`config.mk`:
```
export PLATFORM = sky130hd
export DESIGN_NAME = ppde_ctrl
export DESIGN_NICKNAME = d
export VERILOG_FILES = /design/src/hdl/piecewise_poly_derivative_eval_macros.svh /design/src/hdl/ppde_pkg.sv /design/src/hdl/ppde_ctrl.sv
export SDC_FILE = /design/constraint.sdc
export NUM_CORES = 1
export LEC_CHECK = 0
export ABC_AREA = 0
export BUFFER_PORTS_ARGS = -buffer_cell sky130_fd_sc_hd__buf_2
export CELL_PAD_IN_SITES_DETAIL_PLACEMENT = 1
export CELL_PAD_IN_SITES_GLOBAL_PLACEMENT = 2
export CORE_AREA = 4 4 41 43
export CTS_CLUSTER_DIAMETER = 40
export DETAILED_ROUTE_END_ITERATION = 10
export DIE_AREA = 0 0 45 47
export PLACE_DENSITY_LB_ADDON = 0.1
export SLEW_MARGIN = 20
export SYNTH_ARGS = -nofsm -noshare
export SYNTH_HDL_FRONTEND = slang
export SYNTH_SLANG_ARGS = --single-unit
```
`constraint.sdc`:
```
create_clock -name i_clk -period 2.25 [get_ports i_clk]
set_clock_uncertainty 0.1 [all_clocks]
set_input_delay 0.45 -clock i_clk [delete_from_list [all_inputs] [get_ports i_clk]]
set_output_delay 0.45 -clock i_clk [all_outputs]
set_load 0.01 [all_outputs]
```
`src/hdl/piecewise_poly_derivative_eval_macros.svh`:
```
// Assertion macros for the evaluator RTL.
`ifndef PIECEWISE_POLY_DERIVATIVE_EVAL_MACROS_SVH
`define PIECEWISE_POLY_DERIVATIVE_EVAL_MACROS_SVH

`ifndef SYNTH

// Condition implies consequence in the same cycle.
`define PPDE_ASSERT_IMP(lbl, ante, cons, msg) \
    lbl: assert property (@(posedge i_clk) disable iff (!i_rst_n) (ante) |-> (cons)) \
        else $error(msg);

// Condition implies consequence in the next cycle.
`define PPDE_ASSERT_NXT(lbl, ante, cons, msg) \
    lbl: assert property (@(posedge i_clk) disable iff (!i_rst_n) (ante) |=> (cons)) \
        else $error(msg);

`else

`define PPDE_ASSERT_IMP(lbl, ante, cons, msg)
`define PPDE_ASSERT_NXT(lbl, ante, cons, msg)

`endif

`endif

```
`src/hdl/ppde_pkg.sv`:
```
package ppde_pkg;

    // Store geometry
    localparam int SEGMENTS = 64;
    localparam int COEFFS   = 8;
    localparam int AXES     = 3;
    localparam int ORDERS   = 8;

    localparam int SEG_AW    = (SEGMENTS > 1) ? $clog2(SEGMENTS) : 1;
    localparam int CI_AW     = $clog2(COEFFS);
    localparam int MEM_AW    = SEG_AW + CI_AW;
    localparam int MEM_DEPTH = SEGMENTS * (2 ** CI_AW);

    // Field widths
    localparam int SEG_W   = 6;
    localparam int AX_W    = 2;
    localparam int CI_W    = 3;
    localparam int COEF_W  = 32;
    localparam int TIME_W  = 24;
    localparam int ORD_W   = 3;
    localparam int ACC_W   = 48;
    localparam int HALF_W  = ACC_W / 2;
    localparam int FRAC_W  = 16;

    // Falling factorial width, enough for sixteen coefficients and order seven
    localparam int FACT_W  = 28;
    localparam int PH_W    = HALF_W + TIME_W;
    localparam int PROD_W  = ACC_W + TIME_W;
    localparam int SHR_W   = PROD_W - FRAC_W;
    localparam int CF_W    = COEF_W + FACT_W + 1;
    localparam int SUM_W   = ((SHR_W > CF_W) ? SHR_W : CF_W) + 1;

    // Action codes
    localparam logic ACT_LOAD = 1'b0;
    localparam logic ACT_EVAL = 1'b1;

    typedef enum logic [2:0] {
        ST_IDLE,
        ST_MUL,
        ST_SUM,
        ST_ACC,
        ST_DONE
    } t_state;

    typedef struct packed {
        logic load;
        logic start;
        logic mul;
        logic sum;
        logic acc;
        logic step;
        logic out_load;
    } t_cmd;

    typedef struct packed {
        logic skip;
        logic last;
        logic out_free;
    } t_status;

    typedef logic [COEFFS-1:0][ORDERS-1:0][FACT_W-1:0] t_fact_tab;

    // Falling factorial p*(p-1)*...*(p-d+1) by coefficient position and order
    function automatic t_fact_tab build_fact_tab();
        t_fact_tab tab;
        int p;
        int f;
        for (int i = 0; i < COEFFS; i++) begin
            p = COEFFS - 1 - i;
            for (int d = 0; d < ORDERS; d++) begin
                f = 1;
                if (p < d) begin
                    f = 0;
                end else begin
                    for (int r = 0; r < d; r++) begin
                        f = f * (p - r);
                    end
                end
                tab[i][d] = FACT_W'(f);
            end
        end
        return tab;
    endfunction

    localparam t_fact_tab FACT_TAB = build_fact_tab();

endpackage

```
`src/hdl/ppde_ctrl.sv`:
```
module ppde_ctrl (
    input  logic               i_clk,
    input  logic               i_rst_n,
    input  logic               i_s_tvalid,
    output logic               o_s_tready,
    input  logic               i_action,
    input  ppde_pkg::t_status  i_status,
    output ppde_pkg::t_cmd     o_cmd
);

    ppde_pkg::t_state r_state;
    ppde_pkg::t_state n_state;

    // State register
    always_ff @(posedge i_clk) begin
        if (!i_rst_n) begin
            r_state <= ppde_pkg::ST_IDLE;
        end else begin
            r_state <= n_state;
        end
    end

    // Accept words, sequence each term through multiply, combine, accumulate, then hand off the result
    always_comb begin
        n_state    = r_state;
        o_cmd      = '0;
        o_s_tready = 1'b0;
        unique case (r_state)
            ppde_pkg::ST_IDLE: begin
                o_s_tready = 1'b1;
                if (i_s_tvalid) begin
                    if (i_action == ppde_pkg::ACT_EVAL) begin
                        o_cmd.start = 1'b1;
                        n_state     = i_status.skip ? ppde_pkg::ST_DONE : ppde_pkg::ST_MUL;
                    end else begin
                        o_cmd.load = 1'b1;
                    end
                end
            end
            ppde_pkg::ST_MUL: begin
                o_cmd.mul = 1'b1;
                n_state   = ppde_pkg::ST_SUM;
            end
            ppde_pkg::ST_SUM: begin
                o_cmd.sum = 1'b1;
                n_state   = ppde_pkg::ST_ACC;
            end
            ppde_pkg::ST_ACC: begin
                o_cmd.acc = 1'b1;
                if (i_status.last) begin
                    n_state = ppde_pkg::ST_DONE;
                end else begin
                    o_cmd.step = 1'b1;
                    n_state    = ppde_pkg::ST_MUL;
                end
            end
            ppde_pkg::ST_DONE: begin
                if (i_status.out_free) begin
                    o_cmd.out_load = 1'b1;
                    n_state        = ppde_pkg::ST_IDLE;
                end
            end
            default: begin
                n_state = ppde_pkg::ST_IDLE;
            end
        endcase
    end

endmodule

```
## Word-level counts from Yosys, hierarchy flattened

Cells that the tools add are included.

| storage, ports and cells | value |
|---|---|
| register bits after elaboration | 3 |
| bits of input ports | 7 |
| logic and storage cells | 27 |
| output and inout port bits | 8 |

| cells by class | value |
|---|---|
| eq/ne operators | 7 |
| multiplexer cells | 17 |
| reductions and logical operators | 2 |

Operators with widths:

| kind | number |
|---|---|
| 3-bit 2-to-1 mux | 5 |
| 3-bit one-hot mux with 5 select lines | 1 |
| 1-bit 2-to-1 mux | 8 |
| 3-bit by 2-bit equality test with 1-bit output (second input constant) | 2 |
| 2-bit 2-to-1 mux | 3 |
| 2-bit != test (second input constant) | 3 |
| 3-bit by 1-bit equality test with 1-bit output (second input constant) | 1 |
| 3-bit equality test (second input constant) | 1 |
| 3-bit zero test | 1 |
| 3-bit AND reduction | 1 |

## Logic depth before layout (Yosys ltp)

Gate-level depths: netlist of run 1.

| depth | value |
|---|---|
| depth after elaboration | 4 |
| gate-level depth with buffers | 3 |
| gate-level depth less buffers | 3 |

## Worst setup path after synthesis of run 1

No wires, ideal clock.

| path | value |
|---|---|
| kind | flip-flop to output port |
| start | register r_state[0] |
| end | output o_cmd[6] (netlist name) |
| data required time | 1.700 ns |
| slack | 0.694 ns |
| path buffers | 0 |
| arrival time | 1.006 ns |
| stages on the path, launching flop included | 4 |
| cell sequence | dfxtp_1 nor3_1 nand2_1 nor2_1 |

RTL lines:

| what | line | RTL |
|---|---|---|
| start: declaration | ppde_ctrl.sv:11 | `ppde_pkg::t_state r_state;` |
| start signal: assignment | ppde_ctrl.sv:17 | `r_state <= ppde_pkg::ST_IDLE;` |
| start signal: assignment | ppde_ctrl.sv:19 | `r_state <= n_state;` |
| end: declaration | ppde_ctrl.sv:8 | `output ppde_pkg::t_cmd o_cmd` |

==> results of run 1 <==
[power groups by stage]
stage	Combinational [uW]	Clock (uW)	Sequential, uW
after floorplan	27.6	0	63.8
after global placement	47.1	0	65.6
after detailed placement	47.6	0	65.6
after CTS	47.7	101	64.7
after global routing	52.6	102	65.5
final	46.6	93.7	64.6
[cell usage in the layout, fill, tap and decap left out, drive strengths merged]
| cell type | synthesis | final |
|---|---|---|
| nand2 | 2 | 2 |
| and3 | 2 | 2 |
| and2b | 1 | 1 |
| nor2b | 3 | 3 |
| inv | 1 | 1 |
| a21oi | 2 | 2 |
| o21a | 1 | 1 |
| clkbuf | 0 | 4 |
| nor3b | 2 | 2 |
| nand2b | 2 | 2 |
| nor2 | 2 | 2 |
| nor3 | 2 | 2 |
| a32o | 1 | 1 |
| nand3 | 1 | 1 |
| o21ai | 1 | 1 |
| dfxtp | 3 | 3 |
| buf | 0 | 14 |
[final cells by class]
class	instances	area share, %
multi-input combinational	22	44.79
timing repair buffer	14	21.62
sequential	3	18.53
clock buffer	4	8.108
tap	15	5.792
inverter	1	1.158
[cell families (layout without fill, tap and decap cells)]
family                 count (synthesis)  after routing
AO/OA/AOI/OAI                          5              5
AND/OR/NAND/NOR                       17             17
buffers and inverters                  1             19
flip-flops                             3              3
[final timing paths]
| kind | slack, ns | depth (start not counted) | end |
|---|---|---|---|
| max | 0.44 | 4 | o_cmd[1] |
| min | 0.36 | 2 | r_state[1]$_SDFFE_PN0P_ |
| max reg2reg | 1.15 | 3 | r_state[2]$_SDFFE_PN0P_ |
| min reg2reg | 0.56 | 1 | r_state[2]$_SDFFE_PN0P_ |
[synthesized netlist by cell type]
| cell type | n |
|---|---|
| and2b_2 | 1 |
| nor2b_1 | 3 |
| nand2b_1 | 2 |
| a21oi_1 | 2 |
| o21ai_0 | 1 |
| nor3b_2 | 2 |
| and3_1 | 2 |
| nand2_1 | 2 |
| dfxtp_1 | 3 |
| a32o_1 | 1 |
| nand3_1 | 1 |
| nor3_1 | 1 |
| nor3_2 | 1 |
| o21a_1 | 1 |
| inv_1 | 1 |
| nor2_1 | 2 |
[stage by stage]
stage	util, %	instance area (um^2)	hold WS, ns	power, uW	setup WS (ns)
floorplan	-	209.0	0.4678	91.41	0.6938
global route	24.90	324.1	0.3785	220.6	0.3561
global placement	22.88	297.8	0.5662	112.8	0.6869
finish	24.90	324.1	0.3599	204.9	0.4428
CTS	24.90	324.1	0.3542	213.2	0.4262
detailed placement	22.88	297.8	0.5649	113.1	0.6896
[layer usage]
layer,share of wire [%],GRT usage [%],up-vias
met5,0,0,-
met4,0,8.772,0
met3,10,1.916,0
met2,50,9.322,8
met1,40,7.256,109
li1,-,-,126
[critical path: stages, from the launching register on]
cell     delay (ns)
dfxtp_1        0.42
inv_1          0.12
nor3b_2        0.21
and2b_2        0.15
buf_2          0.12
==> results by group, run 1 <==
Status
  – Status: completed

Power and ir drop
  – Static Leak: 0.0001629 uW
  – Pwr Density: 632.3 nW/um^2
  – Psw: 58.38 uW
  – Internal power: 146.5 uW
  – Flop pwr share: 31.5%
  – Clock network fraction of total power: 45.7%
  – Switch share: 28.49%
  – Power share of the combinational group: 22.7%
  – Worst VDD drop: 0.2295 mV

Detailed routing
  – DRT antenna net count: 0
  – TritonRoute pass-1 iters: 1
  – Drt wl/cell: 10.66 um
  – Total routed wirelength: 629 um
  – Avg Vias per Cell: 4.119
  – Initial DRC Count: 0
  – # DRC: 0
  – DR vias: 243

Clocking
  – CTS buffer count: 3
  – Setup repair bufs after CTS: 0
  – Clock Tree Buf Depth: 2
  – H-tree depth: 1
  – CTS Hold Bufs: 0
  – CTS root buf: clkbuf_4
  – CTS tree: built
  – Resized Gates After CTS: 0
  – Clock Sinks: 3
  – Clock Latency Late Sink: 0.23 ns
  – Clock-pin slew on the worst setup and hold paths: 0.04 ns

Layout
  – Ant. Diodes: 0
  – FF+latch area: 60.06 um^2
  – Max reg flops: 3
  – Largest Register: r_state
  – Synthesis-to-layout area growth: 55.09%
  – Layout cell share with drive strength beyond 1: 47.73%
  – Final net count: 52
  – Top flop regs: r_state: 3 flops
  – Area taken by multi-input logic gates: 145.1 um^2
  – Finished Layout Cells: 59
  – FILL cells: 178

Setup path
  – Reg2reg start: r_state[0]$_SDFFE_PN0P_
  – Critical path launch point: r_state[0]$_SDFFE_PN0P_
  – Crit path DAT: 1.26 ns
  – Critical path startpoint category: flop
  – Crit Path Max Fanout: 6
  – Setup CP Type: flop to primary output
  – Crit. End Element: primary output
  – CP required: 1.70 ns

Placed design
  – Dpl cells: 55
  – Gpl congestion: 0.6929
  – Post-detail-place hpwl: 536.9 um
  – Port Buf Inserts: 14

STA
  – Final setup violating endpoints: 0
  – Fin crit period: 1.807 ns
  – Fin crit share: 80.32%
  – Worst slew margin: 79.79%
  – Fmax: 553.3 MHz
  – Setup_tns: 0 ns
  – Max-slew violation count: 0
  – Worst-Margin Slew: 0.3008 ns
  – Fin. Hold Viols: 0
  – Setup repair after global routing missed its margin: no

Yosys
  – Post-synthesis xor/xnor area fraction: 0%
  – Yosys reg bits: 3
  – Ys Warns: 0
  – Adder-Cell Fraction of Synth Area: 0%
  – Mapped Avg Cell Area: 8.037 um^2
  – Yosys top cell area share: 28.74%
  – Combinational family with the most area after synthesis: simple AND/OR/NAND/NOR gates
  – Mux contribution to synthesized area: 0%
  – Sequential-to-total area share from yosys stat: 28.74%
  – Cell taking the most area after synthesis: dfxtp_1
  – Compound-Gate Fraction of Synth Area: 15.57%
  – Syn Inst Count: 26
  – Syn nets: 33
  – Synth area leaders: dfxtp_1, nor3b_2, nor2b_1
  – Cell variety after synth: 16
  – Simple-Gate Fraction of Synth Area: 53.89%
  – Synth Cell Area: 209.0 um^2

Min path
  – Min-delay worst type: input port to flop
  – Hold Startpoint: i_rst_n

Global routing
  – Initial antenna violation count: 0
  – Global Route Usage Sum: 6.709%
  – First-pass GRT wire length: 959 um
  – Total grt overflow: 0
  – Vias in the first global route: 246
  – Largest net degree at the start of global routing: 9

Floorplanning
  – Die Area: 2115 um^2
  – Num rows: 13
  – Placeable Area: 1301 um^2
  – IO Pins: 15
  – Initial core utilization: 16.06%
  – Die extent in y: 47 um
  – Die width: 45 um

Job
  – Max-cap viol count: 0
Note: power is estimated with default switching activity, not from simulation.
==> run 2, diff against run 1 <==
Clock period 2.25 ns to 1.8 ns, I/O delays scaled along.
==> run 2 against run 1 <==
  * Sequential power up 27%
  * Hold slack worse by 0.087 ns
  * Die area unchanged
  * Sequential share of layout area about the same
  * Sequential cell count unchanged
  * Wire length up 3.5%
  * Core utilization up 0.48 points
  * Global-route usage up 1.1 points
  * Register-to-register slack worse by 0.46 ns
  * Final cell count unchanged
  * Via count up 5.8%
  * Non-clock buffer count unchanged
  * Critical endpoint unchanged
  * Highest routed layer is now met4
==> results by group, run 2 (synthesis results as in run 1) <==
Status
  – Status: completed

Clocking
  – Resized Gates After CTS: 0 (unchanged)
  – H-tree depth: 1 (unchanged)
  – CTS root buf: clkbuf_4
  – Clock Latency Late Sink: 0.23 ns (about the same)
  – CTS buffer count: 3 (unchanged)
  – CTS tree: built
  – Clock Sinks: 3 (unchanged)
  – CTS Hold Bufs: 0 (unchanged)
  – Setup repair bufs after CTS: 0 (unchanged)
  – Clock Tree Buf Depth: 2 (unchanged)
  – Clock-pin slew on the worst setup and hold paths: 0.04 ns (about the same)

Global routing
  – Total grt overflow: 0 (unchanged)
  – Largest net degree at the start of global routing: 9 (unchanged)
  – Global Route Usage Sum: 7.820% (+1.1 points)
  – Vias in the first global route: 275 (+12%)
  – Initial antenna violation count: 0 (unchanged)
  – First-pass GRT wire length: 1.124 mm (+17%)

Power and ir drop
  – Overall Power: 257.3 uW (+26%)
  – Internal power: 184.5 uW (+26%)
  – Power share of the combinational group: 23.0% (+0.3 points)
  – Worst VDD drop: 0.2922 mV (+27%)
  – Flop pwr share: 32.0% (+0.5 points)
  – Clock network fraction of total power: 45.0% (-0.7 points)
  – Pwr Density: 778.9 nW/um^2 (+23%)
  – Switch share: 28.31% (-0.18 points)
  – Static Leak: 0.0001646 uW (+1.1%)
  – Psw: 72.84 uW (+25%)

Placed design
  – Port Buf Inserts: 14 (unchanged)
  – Gpl congestion: 0.7100 (+2.5%)
  – Post-Place Setup Slack: 0.3377 ns (-0.3519 ns)
  – Post-detail-place hpwl: 545.1 um (+1.5%)

Detailed routing
  – # DRC: 0 (unchanged)
  – DRT antenna net count: 0 (unchanged)
  – Avg Vias per Cell: 4.356 (+5.8%)
  – Total routed wirelength: 651 um (+3.5%)
  – TritonRoute pass-1 iters: 2 (+1)
  – DR vias: 257 (+5.8%)
  – Drt wl/cell: 11.03 um (+3.5%)
  – Initial DRC Count: 1 (+1)

Layout
  – Ant. Diodes: 0 (unchanged)
  – Max reg flops: 3 (unchanged)
  – Layout cell share with drive strength beyond 1: 52.27% (+4.5 points)
  – Largest Register: r_state
  – Commonest non-fill, non-tap cell in the layout: buf_2
  – Final net count: 52 (unchanged)
  – Commonest cells after routing, fill and taps aside: buf_2, nor2b_1, clkbuf_4
  – FILL cells: 169 (-5.1%)
  – Top flop regs: r_state: 3 flops
  – Synthesis-to-layout area growth: 58.08%

STA
  – Setup_tns: 0 ns (unchanged)
  – Worst slew margin: 79.88% (+0.091 points)
  – Max-slew violation count: 0 (unchanged)
  – Fin crit share: 90.99%
  – Fin. Hold Viols: 0 (unchanged)
  – Fmax: 610.6 MHz
  – Worst Setup Slack, final: 0.1622 ns (-0.2806 ns)
  – Setup repair after global routing missed its margin: no
  – Final setup violating endpoints: 0 (unchanged)
  – Worst-Margin Slew: 0.3014 ns (+0.0005419 ns)
  – Fin crit period: 1.638 ns

Floorplanning
  – Placeable Area: 1301 um^2 (unchanged)
  – Die extent in y: 47 um (unchanged)
  – Die Area: 2115 um^2 (unchanged)
  – IO Pins: 15 (unchanged)
  – Num rows: 13 (unchanged)
  – Die width: 45 um (unchanged)
  – Initial core utilization: 16.06% (unchanged)

Setup path
  – R2R cell count: 3 (unchanged)
  – Critical path startpoint category: flop
  – Crit path DAT: 1.18 ns (-0.08 ns)
  – Reg2reg start: r_state[1]$_SDFFE_PN0P_
  – Reg-to-reg slack, setup: 0.69 ns (-0.46 ns)
  – CP required: 1.34 ns (-0.36 ns)
  – CP max stage delay: 0.46 ns (+0.04 ns)
  – Setup CP Type: flop to primary output
  – CP Cell Sequence: nor3b_2, and2b_2, buf_2
  – Crit. End Element: primary output
  – RR Endpoint: r_state[2]$_SDFFE_PN0P_
  – Critical-path top delay cell: dfxtp_1
  – Crit Path Max Fanout: 8 (+2)

Job
  – Max-cap viol count: 0 (unchanged)

Min path
  – Min-delay worst type: input port to flop
  – Hold endpoint: r_state[1]$_SDFFE_PN0P_
  – Hold Startpoint: i_rst_n
  – Hold depth: 2 (unchanged)
==> run 2: changes by cell type in the layout (fill, tap and decap cells not counted) <==
cell / change
dfxtp_1: -1
dfxtp_2: +1
nor3_1: -1
nor3_2: +1
==> run 2: worst max path at each step <==
stage,startpoint,to,slack [ns],depth (start not counted)
finish,r_state[1]$_SDFFE_PN0P_,o_cmd[1],0.16,3
global route,r_state[1]$_SDFFE_PN0P_,o_cmd[1],0.05,3
CTS,r_state[1]$_SDFFE_PN0P_,o_cmd[6],0.08,4
detailed placement,r_state[1]$_SDFFE_PN0P_,o_cmd[6],0.34,4
global placement,r_state[0]$_SDFFE_PN0P_,o_cmd[1],0.33,4
floorplan,r_state[0]$_SDFFE_PN0P_,o_cmd[6],0.33,3
==> run 2: cell type report <==
class / instances / area [um^2] / area share [%]
Timing Repair Buffer: 14 / 70.07 / 21.21
Multi-Input combinational cell: 22 / 150.1 / 45.45
Inverter: 1 / 3.754 / 1.136
Tap cell: 15 / 18.77 / 5.682
Clock buffer: 4 / 26.28 / 7.955
Sequential cell: 3 / 61.31 / 18.56
==> run 2: power by group through the flow <==
stage	Combinational, uW	Sequential, uW	Clock (uW)
after CTS	60.0	81.3	124
after global placement	58.9	82.0	0
after global routing	67.0	83.6	132
final	59.2	82.3	116
after floorplan	34.5	79.8	0
after detailed placement	59.8	82.2	0
==> run 2: stage by stage <==
| step | hold slack, ns | std cells | util [%] | area [um^2] |
|---|---|---|---|---|
| final | 0.2731 | 59 | 25.38 | 330.3 |
| after global routing | 0.2890 | 59 | 25.38 | 330.3 |
| after CTS | 0.2644 | 59 | 24.90 | 324.1 |
| after detailed placement | 0.5102 | 55 | 22.88 | 297.8 |
| after global placement | 0.5022 | 55 | 22.88 | 297.8 |
| after floorplan | 0.3778 | 26 | - | 209.0 |
==> run 2: worst max-delay path: cells and delay by family, from the launching register on <==
family	cells	cell delay [ns]
flip-flops	1	0.46
AND/OR/NAND/NOR	2	0.37
buffers and inverters	1	0.12
==> run 2: per-layer routing <==
metal | track usage (%) | part of all wire [%]
met5 | 0 | 0
met4 | 8.772 | 3.7
met3 | 2.682 | 8.4
met2 | 12.43 | 49
met1 | 7.500 | 39
